`config.mk`:
```
export PLATFORM = sky130hd
export DESIGN_NAME = tpm_ram
export DESIGN_NICKNAME = d
export VERILOG_FILES = /design/src/rtl/tpm_ram.sv
export SDC_FILE = /design/constraint.sdc
export NUM_CORES = 1
export LEC_CHECK = 0
export BUFFER_PORTS_ARGS = -buffer_cell sky130_fd_sc_hd__buf_2
export CAP_MARGIN = 10
export CORE_UTILIZATION = 40
export DETAILED_ROUTE_END_ITERATION = 6
export HOLD_SLACK_MARGIN = 0.08
export PLACE_DENSITY = 0.57
export REMOVE_ABC_BUFFERS = 1
export SYNTH_ARGS = -nofsm -noshare
export SYNTH_HDL_FRONTEND = slang
export SYNTH_SLANG_ARGS = --single-unit
export TNS_END_PERCENT = 100
```
`constraint.sdc`:
```
create_clock -name i_clk -period 2.28 [get_ports i_clk]
set_input_delay 0.456 -clock i_clk [delete_from_list [all_inputs] [get_ports i_clk]]
set_output_delay 0.456 -clock i_clk [all_outputs]
set_load 0.03 [all_outputs]
```
`src/rtl/tpm_ram.sv`:
```
// Simple dual-port RAM: one write port, one read port with registered data.
// No dependencies.
module tpm_ram #(
    parameter int WIDTH = 8,
    parameter int DEPTH = 16
) (
    input  logic                     i_clk,
    input  logic                     i_we,
    input  logic [$clog2(DEPTH)-1:0] i_waddr,
    input  logic [WIDTH-1:0]         i_wdata,
    input  logic                     i_re,
    input  logic [$clog2(DEPTH)-1:0] i_raddr,
    output logic [WIDTH-1:0]         o_rdata
);
    logic [WIDTH-1:0] r_mem [DEPTH];
    logic [WIDTH-1:0] r_rdata;

    always_ff @(posedge i_clk) begin
        if (i_we) begin
            r_mem[i_waddr] <= i_wdata;
        end
        if (i_re) begin
            r_rdata <= r_mem[i_raddr];
        end
    end

    assign o_rdata = r_rdata;
endmodule

```
---- Yosys cells after proc, flatten, opt, wreduce, memory -nomap -nowiden ----
Memories as Yosys holds them, arrays and structs flattened. A register that Yosys moved wholly into a read port is not among the register bits.
Index checks and enable logic that the tools add are counted.
operators by class
  mux-type cells .......................... 2
operator list
  kind     count
  $mux W1  2
word-level totals
  bits in registers ....................... 0
  RAM bits ................................ 128
  bits of input ports ..................... 19
  output and inout port bits .............. 8
  memories ................................ 1
memory list
  name   depth  width  rd ports  clocked after memory_dff  wr ports  RTL line  RTL
  r_mem  16     8      1         1                         1         15        logic [WIDTH-1:0] r_mem [DEPTH];

---- Longest topological paths before layout ----
  word-level depth ........................ 2
  mapped depth ............................ 5
  depth with buffers taken out ............ 3

---- Worst setup path before layout ----
Ideal clock, no wire load.
  path type ............................... input to register
  from .................................... input i_waddr[2]
  to ...................................... memory r_mem[0][0] (enable)
  arrival time ............................ 1.566 ns
  data required time ...................... 1.897 ns
  path slack .............................. 0.331 ns
  stages on the path ...................... 2
  buffers on the path ..................... 0
  path through ............................ or3b_2 -> nor3_1
RTL lines
  element      RTL line  RTL
  from (decl)  9         input logic [$clog2(DEPTH)-1:0] i_waddr,
  to (decl)    15
No word-level cell before the write port.

==> run summary <==
maximum VDD drop: 0.0005038 V
clk buf depth: 2
Vias per Instance: 5.149
RSZ-0062 raised after global routing: no
grt total ovfl: 0
PortBufs: 26
critical path class: primary input to flop
Fin. Hold Viols: 0
number of warnings issued by yosys: 0
post-route insts no fill: 470
worst-path fanout max: 21
# H-tree levels: 4
first-iteration detailed-routing DRC count: 236
first-pass GRT wire length: 15,040 um
number of post-CTS setup repair buffers: 0
antenna-violating nets left: 0
initial antenna violation count: 0
Leakage: 2.115 nW
fin util: 49.23%
CTS tree: done
first-pass detailed-route iteration total: 4
crit end category: flop
IO Pins: 27
die width: 116.3 um
CTS buffer count: 17
Data required, critical path: 2420 ps
post-synthesis cell type count: 18
Tot Pwr: 5.719 mW
Max-cap violations: 0
Post-DP Area: 0.005669 mm2
CP peak stage delay: 570 ps
critical path's slowest cell: mux4_1
status: completed
WL/cell: 21.17 um
R2R Path End: o_rdata[3]$_DFFE_PP_
Vias: 2,420
# hold bufs at CTS: 0
ANT cells: 0
FFs w/ async S/R, synth: 0%
design area: 0.006238 mm2
Setup TNS: 0 ps
area leader, netlist: edfxtp_1
largest net degree at the start of global routing: 24
# DRC: 0
Final nets: 304
post-synthesis register bit count: 136
Worst Setup EP: o_rdata[3]$_DFFE_PP_
Inst Count DP: 438
Worst Hold Class: primary input to flop
vias in the first global route: 2,538
hpwl dp: 6330 um
pwr/cell area: 916.7 mW/mm2
Die Span Y: 116.3 um
final period utilization: 69.34%
Worst EP arrival: 1730 ps
Post-Syn Area per Cell: 22.83 um2
DP Worst Slack: 239.5 ps
Post-Route WL: 9949 um
Max Slew Vio Count: 0
clk root buf: clkbuf_16
Synth top area share: 78.12%
top cells by area, synth: edfxtp_1, mux4_2, mux4_1, a22oi_1, nor2_1
gp weighted congestion: 0.6876
Cells after Synth: 229
CORE AREA: 0.01267 mm2
PostCTS Resize Cnt: 0
Seq/Total Area, Yosys: 78.12%
Critical Path Source: i_raddr[0]
Worst slew margin: 68.90%
reg2reg path depth: 3
number of synthesized flops with an enable pin: 136
clk sinks: 136
Syn Std Cell Area: 0.005228 mm2
f_max: 632.5 MHz
share of cells above drive strength 1: 31.21%
final setup margin: 699.0 ps
initial core utilization: 41.26%
Worst setup SP type: primary input
cell with the most instances after synthesis: edfxtp_1
Clock transition at path regs: 50 ps
Primary FF master, synth: edfxtp_1
worst slew pin tran: 466.4 ps
Row Count: 41
FF-to-FF Start: r_mem[1][3]$_DFFE_PP_
Post-synth top cells: edfxtp_1, mux4_2, a22oi_1, mux4_1, nor2_1
Worst-Skew Late Latency: 400 ps
die area: 0.01353 mm2
clk_skew: 6.286 ps
r2r setup slk: 800 ps
gr usage total: 16.38%
min cycle time layout: 1581 ps
CP Cell Sequence: buf_2, buf_12, mux4_1, a22oi_1, nand2_1
# setup viols final: 0
Hold WS: 437.6 ps
Syn-to-layout area delta: 19.34%
layer usage:
metal / GRT usage, % / share of wire (%) / wire [um]
met2: 25.80 / 49 / 4915
met3: 3.840 / 2.6 / 254
met5: 0 / 0 / 0
met4: 6.068 / 0.97 / 97
met1: 22.36 / 47 / 4681
logic make-up after synthesis:
group / synth area share [%]
AND/OR/NAND/NOR: 3.136
multiplexers: 14.79
flip-flops: 78.12
buffers and inverters: 1.651
AO/OA/AOI/OAI: 2.298
how the worst min path moves through the flow:
stage	start	to	slack, ps	cells past startpoint
6_report	i_wdata[1]	r_mem[5][1]$_DFFE_PP_	440	1
5_1_grt	i_re	o_rdata[4]$_DFFE_PP_	440	1
4_1_cts	i_wdata[4]	r_mem[2][4]$_DFFE_PP_	430	1
3_5_place_dp	r_mem[8][3]$_DFFE_PP_	o_rdata[3]$_DFFE_PP_	740	3
3_3_place_gp	r_mem[8][1]$_DFFE_PP_	o_rdata[1]$_DFFE_PP_	730	3
2_1_floorplan	i_wdata[0]	r_mem[0][0]$_DFFE_PP_	550	0
state kept, by name, indices dropped and copies added (netlist names):
signal and cells:
r_mem 128, o_rdata 8
area by class of cell:
class | instances | area (um2)
clock buffer | 20 | 436.7
timing repair buffer | 47 | 312.8
fill | 1023 | 6432
sequential | 136 | 4084
multi-input combinational | 83 | 1057
tap | 172 | 215.2
clock inverter | 12 | 132.6
worst max-delay path, delay by kind of cell:
kind                   cells  cell delay (ps)
buffers and inverters      2              300
multiplexers               1              570
AND/OR/NAND/NOR            1               90
AO/OA/AOI/OAI              1              280
cells in the final DEF, fill, tap and decap left out:
cell type	count
edfxtp_1	136
buf_2	26
buf_4	19
mux4_2	18
clkbuf_16	17
a22oi_1	16
mux4_1	14
nor2_1	13
nand2_1	9
clkinv_2	7
nor3_1	4
bufinv_16	3
clkbuf_1	3
nand3b_1	2
nand2b_1	2
clkinv_1	2
buf_12	2
nor2b_1	1
and2_1	1
and2b_1	1
nand3_1	1
or3b_2	1
power by group:
group | internal (mW) | switching [mW] | leakage (nW) | total [mW]
Sequential | 2.82 | 0.0150 | 1.24 | 2.83
Clock | 1.69 | 0.910 | 0.286 | 2.61
Combinational | 0.112 | 0.167 | 0.593 | 0.279
Power figures use the tool's default switching activity.
