==> config.mk <==
export PLATFORM = sky130hd
export DESIGN_NAME = tpm_seq_flat
export DESIGN_NICKNAME = d
export VERILOG_FILES = /design/src/rtl/tpm_pkg.sv /design/src/rtl/tpm_ifs.sv /design/src/rtl/tpm_seq.sv /design/src/flat_wrapper.sv
export SDC_FILE = /design/constraint.sdc
export NUM_CORES = 1
export LEC_CHECK = 0
export BUFFER_PORTS_ARGS = -buffer_cell sky130_fd_sc_hd__buf_2
export CORE_AREA = 2 2 195 149
export DETAILED_ROUTE_END_ITERATION = 8
export DIE_AREA = 0 0 197 151
export GPL_TIMING_DRIVEN = 0
export PLACE_DENSITY = 0.78
export RECOVER_POWER = 50
export REMOVE_ABC_BUFFERS = 1
export SKIP_LAST_GASP = 1
export SYNTH_ARGS = -nofsm -noshare
export SYNTH_HDL_FRONTEND = slang
export SYNTH_SLANG_ARGS = --single-unit
==> constraint.sdc <==
create_clock -name i_clk -period 20.3 [get_ports i_clk]
set_clock_uncertainty 0.05 [all_clocks]
set_input_delay 5.075 -clock i_clk [delete_from_list [all_inputs] [get_ports i_clk]]
set_output_delay 5.075 -clock i_clk [all_outputs]
set_load 0.01 [all_outputs]
==> src/rtl/tpm_pkg.sv <==
// Package for the tree path-max block: field widths, codes, table entry
// and result types, shared helper functions.
// No dependencies.
package tpm_pkg;

    localparam int KIND_W     = 2;
    localparam int NODE_W     = 10;
    localparam int PARENT_W   = 11;
    localparam int WEIGHT_W   = 32;
    localparam int DEPTH_W    = 10;
    localparam int ANC_W      = 11;
    localparam int STATUS_W   = 2;
    localparam int CFG_W      = 11;

    localparam int DEF_MAX_NODES = 1024;
    localparam int DEF_LEVELS    = 11;

    localparam logic [CFG_W-1:0] NODE_COUNT_RST = 11'd1024;
    localparam logic [ANC_W-1:0] NO_NODE        = 11'h7FF;

    localparam logic [KIND_W-1:0] KIND_LOAD  = 2'd0;
    localparam logic [KIND_W-1:0] KIND_BUILD = 2'd1;
    localparam logic [KIND_W-1:0] KIND_QUERY = 2'd2;

    localparam logic [STATUS_W-1:0] ST_OK     = 2'd0;
    localparam logic [STATUS_W-1:0] ST_DEEPER = 2'd1;
    localparam logic [STATUS_W-1:0] ST_BUILT  = 2'd2;

    typedef struct packed {
        logic [ANC_W-1:0]    anc;
        logic [WEIGHT_W-1:0] weight;
    } t_jump;

    typedef struct packed {
        logic [WEIGHT_W-1:0] max_weight;
        logic [STATUS_W-1:0] status;
    } t_result;

    function automatic logic [WEIGHT_W-1:0] f_wmax(input logic [WEIGHT_W-1:0] a,
                                                    input logic [WEIGHT_W-1:0] b);
        f_wmax = (a > b) ? a : b;
    endfunction

endpackage

==> src/rtl/tpm_ifs.sv <==
// Valid/ready channel interfaces: input items, result items, config writes.
// Depends on tpm_pkg.
interface tpm_in_if
    import tpm_pkg::*;
();
    logic                       valid;
    logic                       ready;
    logic [KIND_W-1:0]          kind;
    logic [NODE_W-1:0]          node;
    logic signed [PARENT_W-1:0] parent_node;
    logic [WEIGHT_W-1:0]        edge_weight;
    logic [DEPTH_W-1:0]         node_depth;
    logic [NODE_W-1:0]          ancestor;

    modport source (output valid, kind, node, parent_node, edge_weight, node_depth,
                    ancestor, input ready);
    modport sink   (input valid, kind, node, parent_node, edge_weight, node_depth,
                    ancestor, output ready);
endinterface


==> src/rtl/tpm_seq.sv <==
// Sequencer: node load, level-by-level jump table build, and the
// depth-difference climb of a query through one shared compare unit.
// Depends on tpm_pkg and tpm_in_if.
module tpm_seq
    import tpm_pkg::*;
#(
    parameter int MAX_NODES = DEF_MAX_NODES,
    parameter int LEVELS    = DEF_LEVELS
) (
    input  logic                                   i_clk,
    input  logic                                   i_rst_n,
    tpm_in_if.sink                                 i_in,
    input  logic [CFG_W-1:0]                       i_node_count,
    input  logic                                   i_out_free,
    output logic                                   o_res_valid,
    output t_result                                o_res,
    output logic                                   o_jump_we,
    output logic [$clog2(MAX_NODES*LEVELS)-1:0]    o_jump_waddr,
    output t_jump                                  o_jump_wdata,
    output logic                                   o_jump_re,
    output logic [$clog2(MAX_NODES*LEVELS)-1:0]    o_jump_raddr,
    input  t_jump                                  i_jump_rdata,
    output logic                                   o_depth_we,
    output logic [$clog2(MAX_NODES)-1:0]           o_depth_waddr,
    output logic [DEPTH_W-1:0]                     o_depth_wdata,
    output logic                                   o_depth_re,
    output logic [$clog2(MAX_NODES)-1:0]           o_depth_raddr,
    input  logic [DEPTH_W-1:0]                     i_depth_rdata
);
    localparam int AW    = $clog2(MAX_NODES*LEVELS);
    localparam int NW    = $clog2(MAX_NODES);
    localparam int VW    = (NW > NODE_W) ? NW : NODE_W;
    localparam int LW    = $clog2(LEVELS);
    localparam int CNT_W = $clog2(MAX_NODES+1);

    typedef enum logic [9:0] {
        S_IDLE   = 10'b0000000001,
        S_Q_RED  = 10'b0000000010,
        S_Q_DV   = 10'b0000000100,
        S_Q_DA   = 10'b0000001000,
        S_Q_SCAN = 10'b0000010000,
        S_Q_ACC  = 10'b0000100000,
        S_B_RD   = 10'b0001000000,
        S_B_CHK  = 10'b0010000000,
        S_B_WR   = 10'b0100000000,
        S_DONE   = 10'b1000000000
    } t_state;

    t_state              r_state, n_state;
    logic [VW-1:0]       r_v, n_v;
    logic [NODE_W-1:0]   r_a, n_a;
    logic [LW-1:0]       r_lev, n_lev;
    logic [LEVELS-1:0]   r_bits, n_bits;
    logic [WEIGHT_W-1:0] r_acc, n_acc;
    logic [DEPTH_W-1:0]  r_dv, n_dv;
    logic [CNT_W-1:0]    r_n, n_n;
    t_result             r_res, n_res;

    logic                accept;
    logic [CNT_W-1:0]    cnt_sat;
    logic                par_none;
    logic                ent_none;
    logic                last_v;
    logic                last_lev;
    logic [WEIGHT_W-1:0] acc_max;

    function automatic logic [AW-1:0] f_addr(input logic [VW-1:0] idx,
                                             input logic [LW-1:0] lev);
        f_addr = AW'(idx) * AW'(LEVELS) + AW'(lev);
    endfunction

    assign i_in.ready = (r_state == S_IDLE);
    assign accept     = i_in.valid && i_in.ready;

    assign cnt_sat  = (32'(i_node_count) > MAX_NODES) ? CNT_W'(MAX_NODES)
                                                      : CNT_W'(i_node_count);
    assign par_none = i_in.parent_node[PARENT_W-1]
                   || (32'(unsigned'(i_in.parent_node)) >= MAX_NODES);
    assign ent_none = (i_jump_rdata.anc == NO_NODE)
                   || (32'(i_jump_rdata.anc) >= MAX_NODES);
    assign last_v   = (32'(r_v) + 32'd1) == 32'(r_n);
    assign last_lev = (32'(r_lev) + 32'd1) == LEVELS;
    assign acc_max  = f_wmax(r_acc, i_jump_rdata.weight);

    assign o_res_valid = (r_state == S_DONE);
    assign o_res       = r_res;

    always_comb begin
        n_state = r_state;
        n_v     = r_v;
        n_a     = r_a;
        n_lev   = r_lev;
        n_bits  = r_bits;
        n_acc   = r_acc;
        n_dv    = r_dv;
        n_n     = r_n;
        n_res   = r_res;

        o_jump_we     = 1'b0;
        o_jump_waddr  = '0;
        o_jump_wdata  = '0;
        o_jump_re     = 1'b0;
        o_jump_raddr  = '0;
        o_depth_we    = 1'b0;
        o_depth_waddr = '0;
        o_depth_wdata = '0;
        o_depth_re    = 1'b0;
        o_depth_raddr = '0;

        case (r_state)
            S_IDLE: begin
                o_jump_waddr        = f_addr(VW'(i_in.node), '0);
                o_jump_wdata.anc    = par_none ? NO_NODE : ANC_W'(unsigned'(i_in.parent_node));
                o_jump_wdata.weight = i_in.edge_weight;
                o_depth_waddr       = NW'(i_in.node);
                o_depth_wdata       = i_in.node_depth;
                if (accept) begin
                    case (i_in.kind)
                        KIND_LOAD: begin
                            o_jump_we  = (32'(i_in.node) < MAX_NODES);
                            o_depth_we = (32'(i_in.node) < MAX_NODES);
                        end
                        KIND_BUILD: begin
                            n_v   = '0;
                            n_lev = LW'(1);
                            n_n   = cnt_sat;
                            if (cnt_sat == '0) begin
                                n_res   = '{max_weight: '0, status: ST_BUILT};
                                n_state = S_DONE;
                            end else begin
                                n_state = S_B_RD;
                            end
                        end
                        KIND_QUERY: begin
                            n_v     = VW'(i_in.node);
                            n_a     = i_in.ancestor;
                            n_state = S_Q_RED;
                        end
                        default: begin
                        end
                    endcase
                end
            end
            S_Q_RED: begin
                if (32'(r_v) >= MAX_NODES) begin
                    n_v = r_v - VW'(MAX_NODES);
                end else if (32'(r_a) >= MAX_NODES) begin
                    n_a = r_a - NODE_W'(MAX_NODES);
                end else if (32'(r_v) == 32'(r_a)) begin
                    n_res   = '{max_weight: '0, status: ST_OK};
                    n_state = S_DONE;
                end else begin
                    o_depth_re    = 1'b1;
                    o_depth_raddr = NW'(r_v);
                    n_state       = S_Q_DV;
                end
            end
            S_Q_DV: begin
                n_dv          = i_depth_rdata;
                o_depth_re    = 1'b1;
                o_depth_raddr = NW'(r_a);
                n_state       = S_Q_DA;
            end
            S_Q_DA: begin
                if (i_depth_rdata > r_dv) begin
                    n_res   = '{max_weight: '0, status: ST_DEEPER};
                    n_state = S_DONE;
                end else begin
                    n_bits  = LEVELS'(DEPTH_W'(r_dv - i_depth_rdata));
                    n_lev   = LW'(LEVELS - 1);
                    n_acc   = '0;
                    n_state = S_Q_SCAN;
                end
            end
            S_Q_SCAN: begin
                if (r_bits[LEVELS-1]) begin
                    o_jump_re    = 1'b1;
                    o_jump_raddr = f_addr(r_v, r_lev);
                    n_state      = S_Q_ACC;
                end else if (r_lev == '0) begin
                    n_res   = '{max_weight: r_acc, status: ST_OK};
                    n_state = S_DONE;
                end else begin
                    n_lev  = r_lev - LW'(1);
                    n_bits = {r_bits[LEVELS-2:0], 1'b0};
                end
            end
            S_Q_ACC: begin
                n_acc = acc_max;
                if (ent_none || r_lev == '0) begin
                    n_res   = '{max_weight: acc_max, status: ST_OK};
                    n_state = S_DONE;
                end else begin
                    n_v     = VW'(i_jump_rdata.anc);
                    n_lev   = r_lev - LW'(1);
                    n_bits  = {r_bits[LEVELS-2:0], 1'b0};
                    n_state = S_Q_SCAN;
                end
            end
            S_B_RD: begin
                o_jump_re    = 1'b1;
                o_jump_raddr = f_addr(r_v, r_lev - LW'(1));
                n_state      = S_B_CHK;
            end
            S_B_CHK: begin
                n_acc = i_jump_rdata.weight;
                if (ent_none) begin
                    o_jump_we           = 1'b1;
                    o_jump_waddr        = f_addr(r_v, r_lev);
                    o_jump_wdata.anc    = NO_NODE;
                    o_jump_wdata.weight = i_jump_rdata.weight;
                end else begin
                    o_jump_re    = 1'b1;
                    o_jump_raddr = f_addr(VW'(i_jump_rdata.anc), r_lev - LW'(1));
                    n_state      = S_B_WR;
                end
            end
            S_B_WR: begin
                o_jump_we           = 1'b1;
                o_jump_waddr        = f_addr(r_v, r_lev);
                o_jump_wdata.anc    = i_jump_rdata.anc;
                o_jump_wdata.weight = acc_max;
            end
            S_DONE: begin
                if (i_out_free) begin
                    n_state = S_IDLE;
                end
            end
            default: begin
                n_state = S_IDLE;
            end
        endcase

        // advance the build walk after each table write
        if ((r_state == S_B_WR) || ((r_state == S_B_CHK) && ent_none)) begin
            if (!last_v) begin
                n_v     = r_v + VW'(1);
                n_state = S_B_RD;
            end else if (!last_lev) begin
                n_v     = '0;
                n_lev   = r_lev + LW'(1);
                n_state = S_B_RD;
            end else begin
                n_res   = '{max_weight: '0, status: ST_BUILT};
                n_state = S_DONE;
            end
        end
    end

    always_ff @(posedge i_clk) begin
        if (!i_rst_n) begin
            r_state <= S_IDLE;
        end else begin
            r_state <= n_state;
        end
        r_v    <= n_v;
        r_a    <= n_a;
        r_lev  <= n_lev;
        r_bits <= n_bits;
        r_acc  <= n_acc;
        r_dv   <= n_dv;
        r_n    <= n_n;
        r_res  <= n_res;
    end
endmodule

==> src/flat_wrapper.sv <==
// flat-port wrapper written by rule: the top's interface ports become plain ports
module tpm_seq_flat import tpm_pkg::*;
#(
    parameter int MAX_NODES = DEF_MAX_NODES,
    parameter int LEVELS    = DEF_LEVELS
)
  (i_clk, i_rst_n, i_node_count, i_out_free, o_res_valid, o_res, o_jump_we, o_jump_waddr, o_jump_wdata, o_jump_re, o_jump_raddr, i_jump_rdata, o_depth_we, o_depth_waddr, o_depth_wdata, o_depth_re, o_depth_raddr, i_depth_rdata, i_in_valid, i_in_kind, i_in_node, i_in_parent_node, i_in_edge_weight, i_in_node_depth, i_in_ancestor, i_in_ready);
  tpm_in_if i_in_i ();
  input  logic i_clk;
  input  logic i_rst_n;
  input  logic [CFG_W-1:0] i_node_count;
  input  logic i_out_free;
  output logic o_res_valid;
  output t_result o_res;
  output logic o_jump_we;
  output logic [$clog2(MAX_NODES*LEVELS)-1:0] o_jump_waddr;
  output t_jump o_jump_wdata;
  output logic o_jump_re;
  output logic [$clog2(MAX_NODES*LEVELS)-1:0] o_jump_raddr;
  input  t_jump i_jump_rdata;
  output logic o_depth_we;
  output logic [$clog2(MAX_NODES)-1:0] o_depth_waddr;
  output logic [DEPTH_W-1:0] o_depth_wdata;
  output logic o_depth_re;
  output logic [$clog2(MAX_NODES)-1:0] o_depth_raddr;
  input  logic [DEPTH_W-1:0] i_depth_rdata;
  input wire logic [$bits(i_in_i.valid)-1:0] i_in_valid;
  input wire logic [$bits(i_in_i.kind)-1:0] i_in_kind;
  input wire logic [$bits(i_in_i.node)-1:0] i_in_node;
  input wire logic [$bits(i_in_i.parent_node)-1:0] i_in_parent_node;
  input wire logic [$bits(i_in_i.edge_weight)-1:0] i_in_edge_weight;
  input wire logic [$bits(i_in_i.node_depth)-1:0] i_in_node_depth;
  input wire logic [$bits(i_in_i.ancestor)-1:0] i_in_ancestor;
  output wire logic [$bits(i_in_i.ready)-1:0] i_in_ready;
  assign i_in_i.valid = i_in_valid;
  assign i_in_i.kind = i_in_kind;
  assign i_in_i.node = i_in_node;
  assign i_in_i.parent_node = i_in_parent_node;
  assign i_in_i.edge_weight = i_in_edge_weight;
  assign i_in_i.node_depth = i_in_node_depth;
  assign i_in_i.ancestor = i_in_ancestor;
  assign i_in_ready = i_in_i.ready;
  tpm_seq #(.MAX_NODES(MAX_NODES), .LEVELS(LEVELS)) u_core (.i_clk(i_clk), .i_rst_n(i_rst_n), .i_in(i_in_i), .i_node_count(i_node_count), .i_out_free(i_out_free), .o_res_valid(o_res_valid), .o_res(o_res), .o_jump_we(o_jump_we), .o_jump_waddr(o_jump_waddr), .o_jump_wdata(o_jump_wdata), .o_jump_re(o_jump_re), .o_jump_raddr(o_jump_raddr), .i_jump_rdata(i_jump_rdata), .o_depth_we(o_depth_we), .o_depth_waddr(o_depth_waddr), .o_depth_wdata(o_depth_wdata), .o_depth_re(o_depth_re), .o_depth_raddr(o_depth_raddr), .i_depth_rdata(i_depth_rdata));
endmodule
Yosys cells after proc, flatten, opt, wreduce, memory -nomap -nowiden
Index checks and enable logic that the tools add are counted.
- input port bits: 143
- output and inout port bits: 141
- register bits: 132
- logic and storage cells: 145
- multipliers: 3
- magnitude comparators: 5
- equal/unequal tests: 26
- add/sub/neg operators: 9
- multiplexer cells: 74
- reductions and logical operators: 17
- operators by type and width (operator ; count):
    $mux 34 ; 11
    $mux 10 ; 20
    $pmux 34 s5 ; 1
    $pmux 43 s3 ; 1
    $pmux 10 s10 ; 1
    $pmux 32 s3 ; 1
    $pmux 14 s3 ; 2
    $pmux 10 s2 ; 4
    $mux 11 ; 6
    $mux 32 ; 2
    $mux 43 ; 1
    $add 14x4->14 ; 3
    $mul 10x4->14 const B ; 3
    $mux 14 ; 3
    $mux 4 ; 9
    $pmux 11 s3 ; 1
    $eq 32x11->1 ; 1
    $eq 32x4->1 const B ; 1
    $gt 32x32->1 ; 1
    $ge 11x11->1 const B ; 2
    $pmux 4 s4 ; 1
    $add 10x1->11 const B ; 1
    $eq 11x11->1 const B ; 1
    $gt 11x11->1 const B ; 1
    37 further kinds ; 56

Logic depth before layout (Yosys ltp)
- depth after elaboration: 10
- depth in mapped cells: 15
- gate-level depth less buffers: 15

Worst setup path after synthesis
No wires, ideal clock.
- path type: in2out
- start: input port i_jump_rdata[32] (netlist bit)
- end: output port o_jump_raddr[13]
- required time: 15175 ps
- stages: 14
- buffers on the path: 0
- arrival: 8335 ps
- slack: 6840 ps
- cells stage by stage: ha_1 ha_1 inv_1 fa_1 inv_1 ha_1 nor2b_1 o31a_1 o311a_1 o21a_1 o21a_1 o41ai_1 xnor2_1 a221o_1
- cells in the longest elaborated chain, start to end: 4
- elaborated cells between the ends (all ways): 7
- classes of those cells: add/sub: 1; mul: 1; order compare: 1; eq/ne: 1; mux: 2; reduce/logical: 1
- ends and longest elaborated chain (what ; line ; source):
    from (decl) ; flat_wrapper.sv:20 ; input t_jump i_jump_rdata;
    $mul 10x4->14 (tied with other cells) ; tpm_seq.sv:69 ; f_addr = AW'(idx) * AW'(LEVELS) + AW'(lev);
    $add 14x4->14 / $logic_or 1x1->1 (equally long branches) ; tpm_seq.sv:69, tpm_seq.sv:80 ;
    $mux 14 (*) ; tpm_seq.sv:207 ; if (ent_none) begin
    $pmux 14 s3 (*) ; tpm_seq.sv:110 ; case (r_state)
    to (decl) ; flat_wrapper.sv:19 ; output logic [$clog2(MAX_NODES*LEVELS)-1:0] o_jump_raddr;
Mark *: on every way between the ends. The rest lies on a longest branch, timed or not.

==> reports/results.tsv <==
stage	metric	value	unit
synthesis	synth.top_cell.area_share	17.89	%
floorplan	ios	284	
drt	drtPass1Iterations	5	
finish	register_area	3383	sq um
worst_setup_path	start_kind	input port	
global_routing	antenna_found_initial	2	
worst_setup_path	setup.worst_path.class	input port to output pin	
timing	setup_ws	5.927	ns
global_routing	grt_usage	25.70	%
power	vdd_ir_drop_max	0.00008212	V
finish	syn2layout_area_growth	17.86	%
worst_setup_path	slowest_stage	a21o_1	
drt	drc	0	
synthesis	synth_edf_count	74	
global_routing	grt_pass1_vias	11420	
timing	hold_slack	0.4649	ns
timing	maxSlewViolCount	14	
worst_setup_path	crit_path_max_fanout	32	
cts	cts_resized	0	
place	dp_slack	5.992	ns
finish	final_cells	2076	
floorplan	fp.dieH	151	um
timing	setup_viol	0	
timing	setup-tns-final	0	ns
drt	vias_per_cell	5.868	
synthesis	synth.ff_latch_count	132	
outcome	violations	capacitance limit, slew limit	
floorplan	initial_core_util	44.80	%
cts	path_clk_slew	0.07	ns
drt	wl_per_cell	18.76	um
cts	numCtsBuffers	17	
run	drv_cap	1	
synthesis	ys_top_cells_by_area	edfxtp_1 18%, ha_1 14%, dfxtp_1 9.3%	
timing	max_freq	69.57	MHz
finish	n_fill_cell	2606	
drt	ant_nets	0	
timing	max_slew_margin	-6.455	%
cts	insertion_delay	0.42	ns
place	hpwl	30210	um
synthesis	yosys.area.top_type	edfxtp_1	
min_path	hp-class	flip-flop to flip-flop	
place	post-place-cells	2040	
finish	drive_gt1_share	17.38	%
place	gp_congestion	0.9950	
global_routing	overflow	0	
cts	htreeDepth	4	
outcome	status	finished with violations	
worst_setup_path	cp.arrival	9.25	ns
min_path	min_path_cells	1	
timing	period_minus_slack	14.37	ns
floorplan	die_x	197	um
synthesis	ys_types	79	
place	port_buffers	283	
global_routing	grt_max_degree	44	
drt	drtIter0Drc	885	
drt	wirelength	38960	um
floorplan	die_area	29750	sq um
synthesis	yosysWarningCount	0	
drt	via_count	12180	
timing	final_hold_viol_count	0	
cts	tritoncts	built	
power	power_density	115.7	nW/um^2
synthesis	ys.flop_type	edfxtp_1	
worst_setup_path	cp_cell_sequence	buf_2 > inv_1 > ha_1 > nand4_1 > or2_2 > nor3_1 > o311ai_0 > a21oi_4 > buf_16 > buf_12 > a21o_1 > o211ai_1 > buf_2	
timing	tightestPinTransition	1.593	ns
floorplan	core	27720	sq um
power	leakagePower	0.007050	uW
cts	cts-hold-fix-buffers	0	
worst_setup_path	critPathMaxStageDelay	0.98	ns
synthesis	yosysSeqAreaShare	27.24	%
worst_setup_path	cp_common_cell	buf_2	
worst_setup_path	worstPathRequired	15.18	ns
worst_setup_path	rr_worst_depth	11	
synthesis	synth_area	12420	sq um
worst_setup_path	endpoint_kind	output pin	
cts	cts_setup_buffers	0	
timing	fin_crit_sh	70.80	%
cts	clock-sinks	132	
cts	clock_path_buffers	2	
floorplan	row_count	53	
synthesis	syn_inst	1468	
synthesis	synthArstFlopShare	0	%
timing	rsz0062_at_grt	no	
synthesis	synth_area_per_cell	8.460	sq um
global_routing	grt_pass1_wl	60260	um
cts	root_buffer	clkbuf_16	
finish	fin_nets	2011	
finish	multiInputGateArea	8135	sq um
-- sequential cells by signal, indices dropped and copies added (netlist names) --
signal          flops
u_core.r_v         10
u_core.r_bits      11
u_core.r_a         10
u_core.r_acc       32
u_core.r_n         11
u_core.r_lev        4
u_core.r_dv        10
u_core.o_res       34
u_core.r_state     10
-- report_power, final --
group / total, uW / switching (uW) / internal [uW] / leakage, uW
sequential: 341 / 43.2 / 298 / 0.00115
combinational: 1040 / 633 / 410 / 0.00563
clock: 310 / 128 / 182 / 0.000271
total: 1690 / 804 / 890 / 0.00705
-- metal layers --
| metal | vias to the layer above | wire, um | global-route usage (%) |
|---|---|---|---|
| met1 | 5825 | 17860 | 36.39 |
| met2 | 531 | 17050 | 38.87 |
| met3 | 49 | 3372 | 6.212 |
| li1 | 5776 | - | - |
| met4 | 0 | 671 | 7.519 |
| met5 | - | 0 | 0 |
-- cells by family after synthesis --
| logic type | after synthesis | share of synthesized area [%] |
|---|---|---|
| fa+ha+maj | 166 | 18.30 |
| buf+inv | 241 | 7.586 |
| mux | 2 | 0.1713 |
| xor+xnor | 68 | 4.795 |
| compound gates | 394 | 23.13 |
| flops | 132 | 27.24 |
| simple gates | 465 | 18.78 |
-- final timing paths --
path                      endpoint  slack [ns]              from
hold / removal     u_core.o_res[2]        0.46   u_core.r_acc[0]
setup / recovery  o_jump_wdata[15]        5.93  i_jump_rdata[25]
setup reg to reg  u_core.r_acc[14]       15.68    u_core.r_dv[0]
hold reg to reg    u_core.o_res[2]        0.46   u_core.r_acc[0]
-- cell usage after synthesis (32+ instances only) --
cell / number
inv_1: 166
nand2_1: 151
ha_1: 140
edfxtp_1: 74
nor2_1: 72
nand3_1: 61
o21ai_0: 60
dfxtp_1: 58
a21o_1: 55
clkbuf_1: 54
a22o_1: 47
a21oi_1: 44
xnor2_1: 35
o211ai_1: 34
nor3_1: 33
xor2_1: 33
o2bb2ai_1: 32
-- critical path, delay by kind of cell --
kind,cells,cell delay (ns)
buffers and inverters,5,0.81
and+or+nand+nor,3,0.93
adders and majority gates,1,0.29
AOI/OAI and AO/OA,4,2.08
-- stage by stage --
stage	instance area (sq um)	util [%]	power [uW]
after floorplan	12100	-	1042
after global placement	13960	50.37	1340
after detailed placement	14160	51.08	1369
after CTS	14740	53.19	1686
after global routing	14630	52.78	1818
final	14640	52.81	1694
-- layout make-up --
class	count	share of cell area [%]
Clock buffer	18	2.932
Multi-Input combinational cell	1095	55.58
Sequential cell	132	23.11
Tap cell	357	3.052
Clock inverter	14	1.060
Inverter	166	4.257
Antenna cell	4	0.06838
Timing Repair Buffer	290	9.941
-- layout by cell type, fill, tap and decap left out, types with 15 or more instances in the layout --
master / count
o211ai_1: 34
xor2_1: 33
dfxtp_1: 58
inv_1: 165
nor3_1: 32
and3_1: 15
a22o_1: 46
nor2b_1: 23
nand3_1: 61
buf_2: 235
fa_1: 26
a31oi_1: 15
a21o_1: 55
nand2_1: 151
o21ai_0: 61
edfxtp_1: 74
nor2_1: 72
o22ai_1: 15
o2bb2ai_1: 32
and2_1: 23
a21oi_1: 44
clkbuf_16: 17
clkbuf_1: 52
ha_1: 140
xnor2_1: 35
No activity file was read; power rests on OpenSTA's default activity.
